File: config.mk
export PLATFORM = sky130hd
export DESIGN_NAME = gjs_div
export DESIGN_NICKNAME = d
export VERILOG_FILES = /design/src/rtl/gjs_pkg.sv /design/src/rtl/gjs_div.sv
export SDC_FILE = /design/constraint.sdc
export NUM_CORES = 1
export LEC_CHECK = 0
export ABC_AREA = 0
export BUFFER_PORTS_ARGS = -buffer_cell sky130_fd_sc_hd__buf_4
export CAP_MARGIN = 0
export CORE_MARGIN = 2
export CORE_UTILIZATION = 31
export CTS_CLUSTER_DIAMETER = 80
export DETAILED_ROUTE_END_ITERATION = 7
export PLACE_DENSITY = 0.46
export SKIP_LAST_GASP = 1
export SYNTH_ARGS = -nofsm -noshare
export SYNTH_HDL_FRONTEND = slang
export SYNTH_SLANG_ARGS = --single-unit
File: constraint.sdc
create_clock -name clk_i -period 9.01 [get_ports clk_i]
set_clock_uncertainty 0.1 [all_clocks]
set_input_delay 0.901 -clock clk_i [delete_from_list [all_inputs] [get_ports clk_i]]
set_output_delay 0.901 -clock clk_i [all_outputs]
set_load 0.005 [all_outputs]
File: src/rtl/gjs_pkg.sv
package gjs_pkg;

  localparam int unsigned MaxOrder   = 64;
  localparam int unsigned OrderW     = 7;
  localparam int unsigned FloorW     = 17;
  localparam int unsigned ValueW     = 32;
  localparam int unsigned FracBits   = 16;
  localparam int unsigned CfgIndexW  = 1;

  localparam logic [CfgIndexW-1:0] RegMatrixOrder = 1'd0;
  localparam logic [CfgIndexW-1:0] RegPivotFloor  = 1'd1;

  localparam int unsigned OrderReset = 1;
  localparam int unsigned FloorReset = 1;

  typedef struct packed {
    logic start;
    logic [ValueW-1:0] dividend;
    logic [ValueW-1:0] divisor;
  } div_req_t;

  function automatic logic [ValueW-1:0] sat32(input logic signed [ValueW+32:0] v);
    logic signed [ValueW+32:0] hi;
    logic signed [ValueW+32:0] lo;
    hi = (ValueW+33)'(signed'({1'b0, {(ValueW-1){1'b1}}}));
    lo = -hi - (ValueW+33)'(1);
    if (v > hi) begin
      return {1'b0, {(ValueW-1){1'b1}}};
    end else if (v < lo) begin
      return {1'b1, {(ValueW-1){1'b0}}};
    end
    return v[ValueW-1:0];
  endfunction

endpackage

File: src/rtl/gjs_div.sv
// Radix-2 restoring divider: q = sat((a << 16) / p), truncated toward zero.
module gjs_div (
  input  logic                     clk_i,
  input  logic                     rst_ni,
  input  gjs_pkg::div_req_t        req_i,
  output logic                     done_o,
  output logic [gjs_pkg::ValueW-1:0] quot_o
);

  localparam int unsigned NumW = gjs_pkg::ValueW + gjs_pkg::FracBits;
  localparam int unsigned CntW = $clog2(NumW + 1);

  logic [NumW-1:0]    num_q, num_d;
  logic [NumW-1:0]    quo_q, quo_d;
  logic [gjs_pkg::ValueW:0] rem_q, rem_d;
  logic [gjs_pkg::ValueW-1:0] den_q, den_d;
  logic               neg_q, neg_d;
  logic               busy_q, busy_d;
  logic [CntW-1:0]    cnt_q, cnt_d;
  logic               done_q, done_d;
  logic [gjs_pkg::ValueW-1:0] res_q, res_d;
  logic [gjs_pkg::ValueW:0] trial;
  logic [gjs_pkg::ValueW-1:0] a_mag, p_mag;
  logic signed [gjs_pkg::ValueW+32:0] signed_q;

  assign a_mag = req_i.dividend[gjs_pkg::ValueW-1] ? -req_i.dividend : req_i.dividend;
  assign p_mag = req_i.divisor[gjs_pkg::ValueW-1] ? -req_i.divisor : req_i.divisor;
  assign trial = {rem_q[gjs_pkg::ValueW-1:0], num_q[NumW-1]};

  always_comb begin
    num_d  = num_q;
    quo_d  = quo_q;
    rem_d  = rem_q;
    den_d  = den_q;
    neg_d  = neg_q;
    busy_d = busy_q;
    cnt_d  = cnt_q;
    done_d = 1'b0;
    res_d  = res_q;
    signed_q = '0;
    if (req_i.start) begin
      num_d  = {a_mag, {gjs_pkg::FracBits{1'b0}}};
      quo_d  = '0;
      rem_d  = '0;
      den_d  = p_mag;
      neg_d  = req_i.dividend[gjs_pkg::ValueW-1] ^ req_i.divisor[gjs_pkg::ValueW-1];
      busy_d = 1'b1;
      cnt_d  = CntW'(NumW);
    end else if (busy_q) begin
      num_d = num_q << 1;
      if (trial >= {1'b0, den_q}) begin
        rem_d = trial - {1'b0, den_q};
        quo_d = {quo_q[NumW-2:0], 1'b1};
      end else begin
        rem_d = trial;
        quo_d = {quo_q[NumW-2:0], 1'b0};
      end
      cnt_d = cnt_q - CntW'(1);
      if (cnt_q == CntW'(1)) begin
        busy_d = 1'b0;
        done_d = 1'b1;
        signed_q = neg_q ? -($signed({17'b0, quo_d})) : $signed({17'b0, quo_d});
        res_d = gjs_pkg::sat32(signed_q);
      end
    end
  end

  always_ff @(posedge clk_i or negedge rst_ni) begin
    if (!rst_ni) begin
      busy_q <= 1'b0;
      done_q <= 1'b0;
      cnt_q  <= '0;
    end else begin
      busy_q <= busy_d;
      done_q <= done_d;
      cnt_q  <= cnt_d;
    end
  end

  always_ff @(posedge clk_i) begin
    num_q <= num_d;
    quo_q <= quo_d;
    rem_q <= rem_d;
    den_q <= den_d;
    neg_q <= neg_d;
    res_q <= res_d;
  end

  assign done_o = done_q;
  assign quot_o = res_q;

endmodule
==> results.cfg <==
[pwr]
clkPwrFrac_pct = 40.0
ir_drop_uv = 129
p_int_mw = 1.47
leakagePower_nw = 5.62
switching_share_pct = 25.4
pwr-share-seq_pct = 48.1
power_frac_comb_pct = 11.9
p_per_area_nw_per_um2 = 149
power_switching_mw = 0.500

[sta]
max_freq_ghz = 0.128
fin_ws_ps = 1220
fin_crit_sh_pct = 86.5
setup_viol = 0
tightestPinTransition_ps = 1010
grt_setup_unrepaired = no
finalHoldViolCount = 0
slew_violations = 0
period_needed_ps = 7790
setup_tns_ps = 0
max-slew-margin-rel_pct = 31.0

[cells_and_area]
fillers = 3737
finish.utilization_pct = 36.2
num-nets-final = 1424
final_layout_size_suffix_gt1_share_pct = 12.9
synthToLayoutAreaGrowth_pct = 15.0
fin_area_sq_um = 13200
num_antenna_cells = 0

[worst_setup_path]
crit_fanout = 31
cp_cell_sequence = inv_1 > ha_1 > a21oi_1 > o21ai_0 > a2111oi_2 > nand2_1 > a2111oi_0 > nor2_2 > buf_4 > inv_1 > ha_1 > nor3b_1 > nand4_1 > or2_4 > or4_1 > a2111oi_2 > a31oi_1 > nor4_2 > nand3_1 > o31ai_4 > o21ai_1
crit_required_ps = 9050
path_delay_family = compound AO/OA/AOI/OAI gates
slowest_delay_ps = 930
path_class = reg2reg
cp_slowest_cell = o31ai_4
worst_setup_path_start_kind = register
rr_worst_depth = 21
worst-path-buf-inv = 3
arrival_ps = 7830
cp_num_cells = 21
critPathCaptureType = register

[floorplan]
fp.dieArea_sq_um = 38600
rows = 70
io_pins = 100
initial_core_util_pct = 31.5
die_h_um = 197
die_w_um = 197
core_sq_um = 36500

[global_routing]
gr-total-overflow = 0
track_usage_pct = 14.9
grt_max_degree = 69
grt_pass1_vias = 8994
antenna_found_initial = 0
grt_first_pass_wirelength_mm = 46.8

[route]
drtIter0Drc = 395
wirelength_mm = 28.2
vias_per_cell = 5.14
drtPass1Iterations = 7
drt-wirelength-per-cell_um = 15.6
drcViolationCount = 0
antenna_left = 0
via_count = 9245

[synthesis]
synthCells = 1263
synth_top_cell_area_share_pct = 25.3
yosys_warnings = 0
synth.net_count = 1368
syn_avg_cell_area_sq_um = 9.10
synth-main-ff-cell = edfxtp_1
async_reset_ff_share_pct = 4.35
yosysTopAreaCell = edfxtp_1
synth_cell_types = 72
yosysSeqAreaShare_pct = 40.8
syn-cell-area_sq_um = 11500
synth_enable_flop_cells = 97
synth_seq_cells = 184
synth_area_leaders = edfxtp_1 25%, dfxtp_1 14%, nor2_1 5.2%

[clocking]
cts.clk_slew.worst_paths_ps = 80
cts_tree = yes
cts_root_buf = clkbuf_16
htreeDepth = 4
cts_buffers = 17
cts.path.max_buffers = 2
cts.hold.buffers_added = 0
cts.sinks = 184
insertion_delay_ps = 450
postCtsSetupBuffers = 0
ctsResizeCount = 0

[hold_path]
hold_path_class = in2async

[placement]
place_congestion = 0.834
pre_cts_ws_ps = 1350
post-dp-hpwl_mm = 19.9
io_buffers = 99
postPlaceCellArea_sq_um = 12600

[flow_run]
cap_viol_max_count = 0

[status]
status = completed
## sequential cells by signal, summed over array words and instances (netlist names)
register	count
rem_q	32
quo_q	47
quot_o	32
cnt_q	6
num_q	32
den_q	32
done_o	1
neg_q	1
busy_q	1
## placed cells by master (no fill, tap or decap), drive strengths merged, types with 14 or more instances in the layout
cell    synthesis  final
nor2          160    160
buf            18    109
edfxtp         97     97
nand2          87     87
dfxtp          79     79
a21oi          74     74
o21ai          72     72
inv            60     66
xor2           63     63
mux2i          58     58
xnor2          53     53
ha             37     37
o31ai          28     28
nor3           23     23
or4            23     23
nor4           21     21
or3            20     20
clkbuf         54     20
a211oi         19     19
o41ai          19     19
nand3          17     17
a311oi         14     14
## worst paths after layout
kind,startpoint,to,slack (ps)
max,den_q[28],quot_o[4],1220
min,rst_ni,done_o,160
max reg2reg,den_q[28],quot_o[4],1220
min reg2reg,rem_q[17],rem_q[18],390
max in group asynchronous,rst_ni,busy_q,8500
min in group clk_i,rem_q[17],rem_q[18],390
## final cells by class
class / instances / area, sq um / area share, %
clock inverters: 12 / 166 / 1.26
inverters: 60 / 225 / 1.70
well taps: 468 / 586 / 4.43
repair buffers: 109 / 822 / 6.22
flip-flops and latches: 184 / 4700 / 35.5
multi-input cells: 947 / 6290 / 47.6
clock buffers: 20 / 437 / 3.30
## cell families after synthesis
| kind of cell | count (synthesis) | share of synthesized area [%] |
|---|---|---|
| compound gates | 303 | 17.7 |
| xor+xnor | 116 | 8.84 |
| fa+ha+maj | 38 | 4.20 |
| buf+inv | 132 | 4.60 |
| flops | 184 | 40.8 |
| mux | 62 | 5.44 |
| simple gates | 428 | 18.3 |
## through the flow
stage / std cells / total power [mW] / hold slack (ps)
2_1_floorplan: 1263 / 1.12 / 369
3_5_place_dp: 1768 / 1.20 / 395
3_3_place_gp: 1768 / 1.20 / 388
6_report: 1800 / 1.97 / 162
4_1_cts: 1800 / 2.01 / 131
5_1_grt: 1800 / 2.07 / 132
## worst reg2reg max path: cells and delay by family (launching register included)
| family | cells | cell delay (ps) |
|---|---|---|
| AOI/OAI and AO/OA | 8 | 3620 |
| and+or+nand+nor | 8 | 2450 |
| adders and majority gates | 2 | 540 |
| buffers and inverters | 3 | 470 |
| DFF | 1 | 320 |
## synthesized netlist by cell type (11+ instances only)
cell type  count
xor2_1        63
nand4_1       11
nand2b_1      13
or3_1         20
o31ai_1       27
nor2_1       160
mux2i_1       58
nor3_1        23
dfxtp_1       79
or2_2         12
edfxtp_1      97
buf_1         11
inv_1         60
nor4_1        19
a21o_1        13
ha_1          37
nand2_1       87
o21ai_0       43
a311oi_1      14
xnor2_1       53
o41ai_1       17
a31oi_1       11
o21ai_1       29
a21oi_1       74
clkbuf_1      54
nand3_1       17
or4_1         21
a211oi_1      19
## per-layer routing
metal	vias up	part of all wire (%)	GRT usage (%)
met5	-	0	0
met1	4346	50	20.4
met3	23	3.1	2.74
li1	4738	-	-
met4	0	1.1	3.95
met2	138	45	24.3
## power by group through the flow
stage / clock [mW] / sequential (mW) / combinational, mW
3_5_place_dp: 0 / 0.968 / 0.236
2_1_floorplan: 0 / 0.962 / 0.161
3_3_place_gp: 0 / 0.968 / 0.234
5_1_grt: 0.855 / 0.954 / 0.265
6_report: 0.789 / 0.949 / 0.234
4_1_cts: 0.819 / 0.950 / 0.237
(Power assumes the default switching activity.)
